`src/rtl/rtf_token_scanner_defines.svh`:
```
// Assertion macros shared by the RTF token scanner RTL.
`ifndef RTF_TOKEN_SCANNER_DEFINES_SVH
`define RTF_TOKEN_SCANNER_DEFINES_SVH
`ifndef SYNTHESIS
// cond must hold at every clock outside reset
`define RTF_ASSERT(lbl, clk, rstn, cond) \
  lbl: assert property (@(posedge clk) disable iff (!rstn) (cond)) \
    else $error("rtf_token_scanner: assertion failed");
// same-cycle implication
`define RTF_ASSERT_IMPL(lbl, clk, rstn, ante, cons) \
  lbl: assert property (@(posedge clk) disable iff (!rstn) (ante) |-> (cons)) \
    else $error("rtf_token_scanner: implication failed");
// next-cycle implication
`define RTF_ASSERT_NEXT(lbl, clk, rstn, ante, cons) \
  lbl: assert property (@(posedge clk) disable iff (!rstn) (ante) |=> (cons)) \
    else $error("rtf_token_scanner: next-cycle implication failed");
`else
`define RTF_ASSERT(lbl, clk, rstn, cond)
`define RTF_ASSERT_IMPL(lbl, clk, rstn, ante, cons)
`define RTF_ASSERT_NEXT(lbl, clk, rstn, ante, cons)
`endif
`endif

```
`src/rtl/rtf_pkg.sv`:
```
// Shared types, constants and helpers for the RTF token scanner.
package rtf_pkg;

  localparam int NAME_LIMIT_DEF = 32;
  localparam int BYTE_W         = 8;
  localparam int PARAM_W        = 32;

  // token kinds
  localparam logic [2:0] KIND_OPEN  = 3'd0;
  localparam logic [2:0] KIND_CLOSE = 3'd1;
  localparam logic [2:0] KIND_WORD  = 3'd2;
  localparam logic [2:0] KIND_TEXT  = 3'd3;
  localparam logic [2:0] KIND_BIN   = 3'd4;

  // characters with a meaning to the scanner
  localparam logic [7:0] CH_LF     = 8'h0a;
  localparam logic [7:0] CH_CR     = 8'h0d;
  localparam logic [7:0] CH_SPACE  = 8'h20;
  localparam logic [7:0] CH_QUOTE  = 8'h27;
  localparam logic [7:0] CH_MINUS  = 8'h2d;
  localparam logic [7:0] CH_BSLASH = 8'h5c;
  localparam logic [7:0] CH_LBRACE = 8'h7b;
  localparam logic [7:0] CH_RBRACE = 8'h7d;
  localparam logic [7:0] CH_B      = 8'h62;
  localparam logic [7:0] CH_I      = 8'h69;
  localparam logic [7:0] CH_N      = 8'h6e;

  typedef struct packed {
    logic              func;
    logic [BYTE_W-1:0] data_byte;
  } in_item_t;

  typedef struct packed {
    logic [2:0]                kind;
    logic [BYTE_W-1:0]         text_byte;
    logic                      text_valid;
    logic                      has_param;
    logic signed [PARAM_W-1:0] param_value;
    logic                      token_end;
  } out_item_t;

  // loose hex digit: any byte maps to a nibble
  function automatic logic [3:0] hex_nibble(input logic [7:0] c);
    hex_nibble = c[3:0] + (c[4] ? 4'd0 : 4'd9);
  endfunction

endpackage

```
`src/rtl/rtf_ram.sv`:
```
// Generic single-write, single-read RAM with registered read data.
module rtf_ram #(
  parameter int WIDTH = 8,
  parameter int DEPTH = 32,
  localparam int AW = (DEPTH > 1) ? $clog2(DEPTH) : 1
) (
  input  logic                  clk_i,
  input  logic                  we_i,
  input  logic [AW-1:0]         waddr_i,
  input  logic [WIDTH-1:0]      wdata_i,
  input  logic [AW-1:0]         raddr_i,
  output logic [WIDTH-1:0]      rdata_o
);
  logic [WIDTH-1:0] mem_q [DEPTH];
  logic [WIDTH-1:0] rdata_q;

  always_ff @(posedge clk_i) begin
    if (we_i) begin
      mem_q[waddr_i] <= wdata_i;
    end
    rdata_q <= mem_q[raddr_i];
  end

  assign rdata_o = rdata_q;

endmodule

```
`src/rtl/rtf_out_reg.sv`:
```
// One-entry output register for result items, valid/stall on the far side.
module rtf_out_reg (
  input  logic               clk_i,
  input  logic               rst_ni,
  input  logic               push_i,
  input  rtf_pkg::out_item_t item_i,
  output logic               room_o,
  output logic               out_valid_o,
  input  logic               out_stall_i,
  output rtf_pkg::out_item_t out_item_o
);
  logic               valid_q, valid_d;
  rtf_pkg::out_item_t item_q, item_d;

  // free, or emptied at this edge
  assign room_o = !valid_q || !out_stall_i;

  always_comb begin
    valid_d = valid_q;
    item_d  = item_q;
    if (push_i) begin
      valid_d = 1'b1;
      item_d  = item_i;
    end else if (!out_stall_i) begin
      valid_d = 1'b0;
    end
  end

  always_ff @(posedge clk_i or negedge rst_ni) begin
    if (!rst_ni) begin
      valid_q <= 1'b0;
    end else begin
      valid_q <= valid_d;
    end
  end

  always_ff @(posedge clk_i) begin
    item_q <= item_d;
  end

  assign out_valid_o = valid_q;
  assign out_item_o  = item_q;

endmodule

```
`src/rtl/rtf_token_scanner.sv`:
```
// Top level of the streaming RTF tokenizer: sequencer, name RAM and output register.
//
// Takes one RTF byte (or an end-of-input mark) per input item and produces
// token results: group open/close, control words with optional signed
// decimal parameter, control symbols, \' hex escapes, plain text and \bin
// payload bytes. One item is worked at a time; in_stall_o is high from
// the accept until its last result has been written into the output
// register, which then waits on out_stall_i while the next item is taken.
// Each item is accepted, then worked in one or more handling passes. A byte
// that ends a control word first sends the buffered letters one at a time,
// then is handled again unless it is a space; a \bin that opens a payload
// sends no letters, and a delimiter other than a space is handled again as
// the first payload byte. End of input finishes any pending token, then
// closes the group. The letter-at-a-time flush is set by the single read port
// of the name RAM and the one-entry output register, which takes one result
// per cycle while out_stall_i is low. Name letters live in the RAM
// (NAME_LIMIT entries, registered read); a read is only ever issued in a
// later handling pass than the last write of that word, so no forwarding is
// needed. Entries are never cleared: only letters of the current word are
// read back.
module rtf_token_scanner #(
  parameter int NAME_LIMIT = rtf_pkg::NAME_LIMIT_DEF
) (
  input  logic               clk_i,
  input  logic               rst_ni,
  input  logic               in_valid_i,
  output logic               in_stall_o,
  input  rtf_pkg::in_item_t  in_item_i,
  output logic               out_valid_o,
  input  logic               out_stall_i,
  output rtf_pkg::out_item_t out_item_o
);
`include "rtf_token_scanner_defines.svh"

  localparam int IDX_W = (NAME_LIMIT > 1) ? $clog2(NAME_LIMIT) : 1;
  localparam int LEN_W = $clog2(NAME_LIMIT + 1);
  localparam logic [LEN_W-1:0] LEN_MAX = LEN_W'(NAME_LIMIT);

  // sequencer phase
  typedef enum logic [1:0] {
    PH_READY,   // waiting for an item
    PH_HANDLE,  // one handling pass per cycle
    PH_FLUSH,   // sending buffered name letters
    PH_CLOSE    // end of input: close group, then clear
  } phase_e;

  // tokenizer mode between bytes
  typedef enum logic [3:0] {
    M_IDLE, M_ESC, M_NAME, M_NEG, M_DIGITS, M_HEX1, M_HEX2, M_TEXT, M_BIN
  } mode_e;

  phase_e                    phase_q, phase_d;
  mode_e                     mode_q, mode_d;
  logic [rtf_pkg::BYTE_W-1:0] byte_q, byte_d;
  logic                      eoi_q, eoi_d;
  logic [LEN_W-1:0]          len_q, len_d;
  logic [LEN_W-1:0]          idx_q, idx_d;
  logic [31:0]               acc_q, acc_d;
  logic                      neg_q, neg_d;
  logic                      seen_q, seen_d;
  logic [31:0]               rem_q, rem_d;
  logic                      bin_q, bin_d;   // letters so far are a prefix of "bin"

  logic                      push;
  logic                      can_load;
  rtf_pkg::out_item_t        oitem;

  logic                      ram_we;
  logic [IDX_W-1:0]          ram_waddr;
  logic [7:0]                ram_rdata;

  // byte classes and arithmetic on the held byte
  logic        is_letter, is_digit, is_delim, is_space;
  logic [31:0] word_val, acc10, hex_acc;
  logic        bin_hit, flush_last;

  assign is_letter = ((byte_q >= 8'h61) && (byte_q <= 8'h7a)) ||
                     ((byte_q >= 8'h41) && (byte_q <= 8'h5a));
  assign is_digit  = (byte_q >= 8'h30) && (byte_q <= 8'h39);
  assign is_delim  = (byte_q == rtf_pkg::CH_BSLASH) || (byte_q == rtf_pkg::CH_LBRACE) ||
                     (byte_q == rtf_pkg::CH_RBRACE) || (byte_q == rtf_pkg::CH_LF) ||
                     (byte_q == rtf_pkg::CH_CR);
  assign is_space  = (byte_q == rtf_pkg::CH_SPACE);

  assign word_val  = neg_q ? (32'd0 - acc_q) : acc_q;
  // acc*10 + digit, wraps at 32 bits
  assign acc10     = (acc_q << 3) + (acc_q << 1) + {28'd0, byte_q[3:0]};
  assign hex_acc   = {acc_q[27:0], rtf_pkg::hex_nibble(byte_q)};
  // \bin with a positive count turns into a payload
  assign bin_hit   = (int'(len_q) == 3) && bin_q && (word_val != 32'd0) && !word_val[31];
  assign flush_last = ((idx_q + LEN_W'(1)) == len_q);

  always_comb begin
    phase_d   = phase_q;
    mode_d    = mode_q;
    byte_d    = byte_q;
    eoi_d     = eoi_q;
    len_d     = len_q;
    idx_d     = idx_q;
    acc_d     = acc_q;
    neg_d     = neg_q;
    seen_d    = seen_q;
    rem_d     = rem_q;
    bin_d     = bin_q;
    push      = 1'b0;
    oitem     = '0;
    ram_we    = 1'b0;
    ram_waddr = len_q[IDX_W-1:0];

    unique case (phase_q)
      PH_READY: begin
        if (in_valid_i) begin
          byte_d  = in_item_i.data_byte;
          eoi_d   = in_item_i.func;
          phase_d = PH_HANDLE;
        end
      end

      PH_HANDLE: begin
        if (eoi_q) begin
          // finish whatever token is pending
          case (mode_q)
            M_TEXT: begin
              oitem.kind      = rtf_pkg::KIND_TEXT;
              oitem.token_end = 1'b1;
              if (can_load) begin
                push    = 1'b1;
                phase_d = PH_CLOSE;
              end
            end
            M_HEX2: begin
              oitem.kind        = rtf_pkg::KIND_WORD;
              oitem.text_byte   = rtf_pkg::CH_QUOTE;
              oitem.text_valid  = 1'b1;
              oitem.has_param   = 1'b1;
              oitem.param_value = acc_q;
              oitem.token_end   = 1'b1;
              if (can_load) begin
                push    = 1'b1;
                phase_d = PH_CLOSE;
              end
            end
            M_NAME, M_DIGITS: begin
              if (bin_hit) begin
                // payload announced but no byte came
                oitem.kind        = rtf_pkg::KIND_BIN;
                oitem.has_param   = 1'b1;
                oitem.param_value = word_val;
                oitem.token_end   = 1'b1;
                if (can_load) begin
                  push    = 1'b1;
                  phase_d = PH_CLOSE;
                end
              end else begin
                idx_d   = '0;
                phase_d = PH_FLUSH;
              end
            end
            M_BIN: begin
              oitem.kind        = rtf_pkg::KIND_BIN;
              oitem.has_param   = 1'b1;
              oitem.param_value = acc_q;
              oitem.token_end   = 1'b1;
              if (can_load) begin
                push    = 1'b1;
                phase_d = PH_CLOSE;
              end
            end
            default: begin
              // lone backslash, bare \' or a word ending in a lone minus: dropped
              phase_d = PH_CLOSE;
            end
          endcase
        end else begin
          unique case (mode_q)
            M_IDLE: begin
              if ((byte_q == rtf_pkg::CH_LF) || (byte_q == rtf_pkg::CH_CR)) begin
                phase_d = PH_READY;
              end else if (byte_q == rtf_pkg::CH_LBRACE) begin
                oitem.kind      = rtf_pkg::KIND_OPEN;
                oitem.token_end = 1'b1;
                if (can_load) begin
                  push    = 1'b1;
                  phase_d = PH_READY;
                end
              end else if (byte_q == rtf_pkg::CH_RBRACE) begin
                oitem.kind      = rtf_pkg::KIND_CLOSE;
                oitem.token_end = 1'b1;
                if (can_load) begin
                  push    = 1'b1;
                  phase_d = PH_READY;
                end
              end else if (byte_q == rtf_pkg::CH_BSLASH) begin
                mode_d  = M_ESC;
                phase_d = PH_READY;
              end else begin
                oitem.kind       = rtf_pkg::KIND_TEXT;
                oitem.text_byte  = byte_q;
                oitem.text_valid = 1'b1;
                if (can_load) begin
                  push    = 1'b1;
                  mode_d  = M_TEXT;
                  phase_d = PH_READY;
                end
              end
            end

            M_TEXT: begin
              oitem.kind = rtf_pkg::KIND_TEXT;
              if (is_delim) begin
                // close the run, handle the byte again next cycle
                oitem.token_end = 1'b1;
                if (can_load) begin
                  push   = 1'b1;
                  mode_d = M_IDLE;
                end
              end else begin
                oitem.text_byte  = byte_q;
                oitem.text_valid = 1'b1;
                if (can_load) begin
                  push    = 1'b1;
                  phase_d = PH_READY;
                end
              end
            end

            M_ESC: begin
              if (is_letter) begin
                ram_we    = 1'b1;
                ram_waddr = '0;
                len_d     = LEN_W'(1);
                acc_d     = '0;
                neg_d     = 1'b0;
                seen_d    = 1'b0;
                bin_d     = (byte_q == rtf_pkg::CH_B);
                mode_d    = M_NAME;
                phase_d   = PH_READY;
              end else if (byte_q == rtf_pkg::CH_QUOTE) begin
                acc_d   = '0;
                mode_d  = M_HEX1;
                phase_d = PH_READY;
              end else begin
                // control symbol
                oitem.kind       = rtf_pkg::KIND_WORD;
                oitem.text_byte  = byte_q;
                oitem.text_valid = 1'b1;
                oitem.token_end  = 1'b1;
                if (can_load) begin
                  push    = 1'b1;
                  mode_d  = M_IDLE;
                  phase_d = PH_READY;
                end
              end
            end

            M_HEX1: begin
              acc_d   = {28'd0, rtf_pkg::hex_nibble(byte_q)};
              mode_d  = M_HEX2;
              phase_d = PH_READY;
            end

            M_HEX2: begin
              oitem.kind        = rtf_pkg::KIND_WORD;
              oitem.text_byte   = rtf_pkg::CH_QUOTE;
              oitem.text_valid  = 1'b1;
              oitem.has_param   = 1'b1;
              oitem.param_value = hex_acc;
              oitem.token_end   = 1'b1;
              if (can_load) begin
                push    = 1'b1;
                acc_d   = hex_acc;
                mode_d  = M_IDLE;
                phase_d = PH_READY;
              end
            end

            M_NAME, M_NEG, M_DIGITS: begin
              if ((mode_q == M_NAME) && is_letter && (len_q < LEN_MAX)) begin
                ram_we  = 1'b1;
                len_d   = len_q + LEN_W'(1);
                if (int'(len_q) == 1) begin
                  bin_d = bin_q && (byte_q == rtf_pkg::CH_I);
                end else if (int'(len_q) == 2) begin
                  bin_d = bin_q && (byte_q == rtf_pkg::CH_N);
                end
                phase_d = PH_READY;
              end else if ((mode_q == M_NAME) && (byte_q == rtf_pkg::CH_MINUS)) begin
                neg_d   = 1'b1;
                mode_d  = M_NEG;
                phase_d = PH_READY;
              end else if (is_digit) begin
                acc_d   = (mode_q == M_NAME) ? {28'd0, byte_q[3:0]} : acc10;
                seen_d  = 1'b1;
                mode_d  = M_DIGITS;
                phase_d = PH_READY;
              end else if (bin_hit) begin
                // word end: start a payload; non-space delimiter is its first byte
                rem_d   = word_val;
                acc_d   = word_val;
                neg_d   = 1'b0;
                seen_d  = 1'b1;
                mode_d  = M_BIN;
                phase_d = is_space ? PH_READY : PH_HANDLE;
              end else begin
                // word end: send the buffered letters
                idx_d   = '0;
                phase_d = PH_FLUSH;
              end
            end

            M_BIN: begin
              oitem.kind        = rtf_pkg::KIND_BIN;
              oitem.text_byte   = byte_q;
              oitem.text_valid  = 1'b1;
              oitem.has_param   = 1'b1;
              oitem.param_value = acc_q;
              oitem.token_end   = (rem_q <= 32'd1);
              if (can_load) begin
                push    = 1'b1;
                phase_d = PH_READY;
                if (rem_q <= 32'd1) begin
                  rem_d  = '0;
                  mode_d = M_IDLE;
                end else begin
                  rem_d  = rem_q - 32'd1;
                end
              end
            end

            default: begin
              mode_d = M_IDLE;
            end
          endcase
        end
      end

      PH_FLUSH: begin
        // RAM data always matches idx_q: the read is issued on idx_d
        oitem.kind       = rtf_pkg::KIND_WORD;
        oitem.text_byte  = ram_rdata;
        oitem.text_valid = 1'b1;
        if (flush_last) begin
          oitem.has_param   = seen_q;
          oitem.param_value = word_val;
          oitem.token_end   = 1'b1;
        end
        if (can_load) begin
          push = 1'b1;
          if (flush_last) begin
            mode_d = M_IDLE;
            if (eoi_q) begin
              phase_d = PH_CLOSE;
            end else if (is_space) begin
              phase_d = PH_READY;
            end else begin
              phase_d = PH_HANDLE;
            end
          end else begin
            idx_d = idx_q + LEN_W'(1);
          end
        end
      end

      PH_CLOSE: begin
        oitem.kind      = rtf_pkg::KIND_CLOSE;
        oitem.token_end = 1'b1;
        if (can_load) begin
          push    = 1'b1;
          mode_d  = M_IDLE;
          len_d   = '0;
          acc_d   = '0;
          neg_d   = 1'b0;
          seen_d  = 1'b0;
          rem_d   = '0;
          bin_d   = 1'b0;
          phase_d = PH_READY;
        end
      end

      default: begin
        phase_d = PH_READY;
      end
    endcase
  end

  always_ff @(posedge clk_i or negedge rst_ni) begin
    if (!rst_ni) begin
      phase_q <= PH_READY;
      mode_q  <= M_IDLE;
      byte_q  <= '0;
      eoi_q   <= 1'b0;
      len_q   <= '0;
      idx_q   <= '0;
      acc_q   <= '0;
      neg_q   <= 1'b0;
      seen_q  <= 1'b0;
      rem_q   <= '0;
      bin_q   <= 1'b0;
    end else begin
      phase_q <= phase_d;
      mode_q  <= mode_d;
      byte_q  <= byte_d;
      eoi_q   <= eoi_d;
      len_q   <= len_d;
      idx_q   <= idx_d;
      acc_q   <= acc_d;
      neg_q   <= neg_d;
      seen_q  <= seen_d;
      rem_q   <= rem_d;
      bin_q   <= bin_d;
    end
  end

  assign in_stall_o = (phase_q != PH_READY);

  rtf_ram #(
    .WIDTH (rtf_pkg::BYTE_W),
    .DEPTH (NAME_LIMIT)
  ) u_name_ram (
    .clk_i   (clk_i),
    .we_i    (ram_we),
    .waddr_i (ram_waddr),
    .wdata_i (byte_q),
    .raddr_i (idx_d[IDX_W-1:0]),
    .rdata_o (ram_rdata)
  );

  rtf_out_reg u_out_reg (
    .clk_i       (clk_i),
    .rst_ni      (rst_ni),
    .push_i      (push),
    .item_i      (oitem),
    .room_o      (can_load),
    .out_valid_o (out_valid_o),
    .out_stall_i (out_stall_i),
    .out_item_o  (out_item_o)
  );

  // a result is never written over one that is still held
  `RTF_ASSERT_IMPL(a_push_room, clk_i, rst_ni, push, can_load)
  // an accepted item is always worked on in the next cycle
  `RTF_ASSERT_NEXT(a_accept_handle, clk_i, rst_ni, in_valid_i && !in_stall_o, phase_q == PH_HANDLE)
  // flush index stays inside the stored name
  `RTF_ASSERT_IMPL(a_flush_idx, clk_i, rst_ni, phase_q == PH_FLUSH, idx_q < len_q)
  // payload mode always has bytes left
  `RTF_ASSERT_IMPL(a_bin_rem, clk_i, rst_ni, mode_q == M_BIN, rem_q != 32'd0)
  // name never grows past the buffer
  `RTF_ASSERT(a_len_max, clk_i, rst_ni, len_q <= LEN_MAX)

endmodule
```
`config.mk`:
```
export PLATFORM = sky130hd
export DESIGN_NAME = rtf_token_scanner
export DESIGN_NICKNAME = d
export VERILOG_FILES = /design/src/rtl/rtf_pkg.sv /design/src/rtl/rtf_ram.sv /design/src/rtl/rtf_out_reg.sv /design/src/rtl/rtf_token_scanner.sv
export VERILOG_INCLUDE_DIRS = /design/src /design/src/rtl
export SDC_FILE = /design/constraint.sdc
export NUM_CORES = 1
export LEC_CHECK = 0
export ABC_CLOCK_PERIOD_IN_PS = 5800
export BUFFER_PORTS_ARGS = -buffer_cell sky130_fd_sc_hd__buf_2
export CAP_MARGIN = 10
export CORE_MARGIN = 2
export CORE_UTILIZATION = 63
export CTS_CLUSTER_DIAMETER = 150
export DETAILED_ROUTE_END_ITERATION = 12
export GPL_ROUTABILITY_DRIVEN = 1
export GPL_TIMING_DRIVEN = 1
export PLACE_DENSITY_LB_ADDON = 0.2
export SLEW_MARGIN = 20
export SYNTH_ARGS = -nofsm -noshare
export SYNTH_HDL_FRONTEND = slang
export SYNTH_SLANG_ARGS = --single-unit
```
`constraint.sdc`:
```
create_clock -name clk_i -period 5.8 [get_ports clk_i]
set_clock_uncertainty 0.05 [all_clocks]
set_input_delay 0.87 -clock clk_i [delete_from_list [all_inputs] [get_ports clk_i]]
set_output_delay 0.87 -clock clk_i [all_outputs]
set_load 0.02 [all_outputs]
```
==> results.json <==
{
  "status": "completed",
  "hold_viol": 0,
  "min_period_ns": 5.49,
  "grt_pass1_wl_um": 96700,
  "worstSetupPathType": "reg -> reg",
  "leakage_nw": 9.51,
  "dr.pass1.iters": 7,
  "post-dp-hpwl_um": 41500,
  "synthArstFlopShare": 0.235,
  "layout_commonest_cell": "nand2_1",
  "finalSetupTns_ns": 0,
  "cp-startpoint": "acc_q[8]",
  "die_w_um": 191,
  "grt_util_all_layers": 0.342,
  "antenna_found_initial": 0,
  "cts_resized": 0,
  "worstSetupEndpoint": "u_name_ram.rdata_o[2]",
  "grt_max_degree": 52,
  "dp_cells": 2582,
  "insertion_delay_ns": 0.58,
  "worstPathMaxFanout": 33,
  "io_pins": 61,
  "cp_slowest_cell": "or4_1",
  "cts.sinks": 405,
  "top_layer": "met4",
  "htreeDepth": 2,
  "drtIter0Drc": 2352,
  "synth_cell_types": 88,
  "tightest_slew_ns": 1.10,
  "place_congestion": 0.914,
  "fp-row-count": 68,
  "syn_nets": 2253,
  "rr_worst_depth": 15,
  "synthFlopType": "edfxtp_1",
  "hold_path_class": "in -> async",
  "post_drt_via_cell_ratio": 6.79,
  "fmax_ghz": 0.182,
  "path_cells": "or4_1 > or4_1 > buf_4 > o31ai_1 > xnor2_1 > or4_1 > nor4_4 > buf_4 > o21a_4 > buf_12 > buf_6 > nand2_1 > a32o_1 > o311a_1 > nor3_1",
  "clk_pin_slew_ns": 0.06,
  "r2r_start": "acc_q[8]",
  "drtAntennaViolNets": 0,
  "ys_ff_latch": 405,
  "layout-drive-gt1-share": 0.107,
  "wl_per_cell_um": 23.2,
  "final_cell_mix": "nand2_1 (306), edfxtp_1 (302), nor2_1 (203)",
  "io_buffers": 60,
  "met2_length_um": 29300,
  "rsz0062_at_grt": "false",
  "path_common_cell": "or4_1",
  "area_delta_synth_final_pct": 9.70,
  "globalRouteOverflowTotal": 0,
  "nets": 2260,
  "die_height_um": 191,
  "wl_met1_um": 24400,
  "wl_met3_um": 5890,
  "slowest_delay_ns": 0.70,
  "cts_root_buf": "clkbuf_16",
  "slew_violations": 0,
  "crit_path_end_kind": "flop",
  "cts_setup_buffers": 0,
  "grt_pass1_vias": 17400,
  "r2r_end": "u_name_ram.rdata_o[2]",
  "core_area_um2": 34500,
  "fin_cells": 2661,
  "synth_edf_count": 302,
  "avgSynthCellArea_um2": 10.2,
  "cts_buffers": 43,
  "crit_required_ns": 6.22,
  "startpoint_type": "flop",
  "yosysSeqAreaShare": 0.526,
  "max_cap_viol_count": 0,
  "remaining_drc_errors": 0,
  "routed_wl_um": 61800,
  "ff2ff_setup_slack_ns": 0.31,
  "cts_tree": "built",
  "finalSetupViolCount": 0,
  "cts_buffer_depth": 3,
  "initial_core_util": 0.639,
  "routed-via-count": 18100,
  "dieArea_um2": 36500,
  "hold_buffers": 0,
  "ys_warn_count": 0,
  "syn_inst": 2165,
  "peakVddDrop_mv": 0.434,
  "relSlewSlack": 0.257,
  "power_density_nw_per_um2": 485,
  "worstPathArrival_ns": 5.92,
  "netlist_area_um2": 22100,
  "finalCritPeriodShare": 0.947
}
-- Yosys cell counts (all sizes together), types with 15 or more instances --
master / n / area, µm²
nand2: 306 / 1150
edfxtp: 302 / 9070
nor2: 206 / 776
o21ai: 164 / 821
clkbuf: 126 / 473
dfrtp: 95 / 2380
a21oi: 91 / 455
ha: 73 / 913
nand3: 68 / 340
inv: 51 / 191
mux2i: 46 / 460
xnor2: 45 / 394
nor3: 43 / 220
a222oi: 41 / 410
a31oi: 41 / 257
buf: 33 / 219
a22oi: 27 / 203
a32oi: 25 / 219
nand4: 24 / 150
xor2: 23 / 201
nor2b: 18 / 113
nor4: 18 / 128
o41ai: 17 / 156
or3: 17 / 106
nand2b: 16 / 100
or2: 16 / 100
a21o: 15 / 113
and3: 15 / 93.8
-- through the flow --
| step | util | instance area [µm²] | hold WS (ns) | worst slack (ns) | total power, mW |
|---|---|---|---|---|---|
| 2_1_floorplan | - | 22100 | 0.407 | 0.597 | 7.38 |
| 3_3_place_gp | 0.661 | 22800 | 0.425 | 0.476 | 8.85 |
| 3_5_place_dp | 0.661 | 22800 | 0.445 | 0.324 | 8.96 |
| 4_1_cts | 0.701 | 24200 | 0.323 | 0.253 | 11.6 |
| 5_1_grt | 0.701 | 24200 | 0.349 | 0.00237 | 12.3 |
| 6_report | 0.701 | 24200 | 0.312 | 0.307 | 11.7 |
-- where the power goes --
| group | switching, mW | internal [mW] |
|---|---|---|
| combinational | 3.45 | 1.45 |
| clock | 1.16 | 1.55 |
| sequential | 0.355 | 3.77 |
| total | 4.97 | 6.77 |
-- layout make-up --
cell class | instances | area [µm²]
Timing Repair Buffer | 121 | 840
Tap cell | 455 | 569
Fill cell | 2579 | 10300
Clock inverter | 20 | 211
Sequential cell | 405 | 11600
Clock buffer | 58 | 1160
Inverter | 52 | 196
Antenna cell | 1 | 2.50
Multi-Input combinational cell | 1549 | 9620
-- critical path: cells and delay by family (launching register included) --
family,cells,cell delay [ns]
compound gates,4,0.99
buf+inv,4,0.94
simple gates,6,2.70
xor+xnor,1,0.20
flops,1,0.50
-- cell families (layout without fill, tap and decap cells) --
group                      after synthesis  after routing  share of synthesized area
buffers and inverters                  211            251                     0.0402
AOI/OAI and AO/OA                      552            552                      0.170
xor gates and xnor gates                69             69                     0.0280
muxes                                   60             60                     0.0280
DFF                                    405            405                      0.526
and+or+nand+nor                        793            793                      0.165
adders and majority gates               75             75                     0.0432
other                                    0              1                          0
-- layer usage --
layer  GRT usage  vias to the layer above
met4       0.128                        0
met5           0                        -
met3      0.0622                      162
met2       0.556                     1087
met1       0.460                     8700
li1            -                     8124
-- worst min path at each step --
stage	slack, ns	to	from
CTS	0.32	rem_q[29]	rst_ni
floorplan	0.41	seen_q	seen_q
detailed placement	0.44	seen_q	seen_q
global placement	0.43	seen_q	seen_q
finish	0.31	rem_q[29]	rst_ni
global route	0.35	rem_q[21]	rst_ni
-- registers in the layout, indices dropped and copies added, names as in the netlist, 2 cells and up --
| signal | flops |
|---|---|
| acc_q | 32 |
| idx_q | 6 |
| byte_q | 8 |
| phase_q | 2 |
| u_out_reg.out_item_o | 46 |
| mode_q | 4 |
| rem_q | 32 |
| u_name_ram.rdata_o | 8 |
| u_name_ram.mem_q | 256 |
| len_q | 6 |
(Power assumes the default switching activity.)
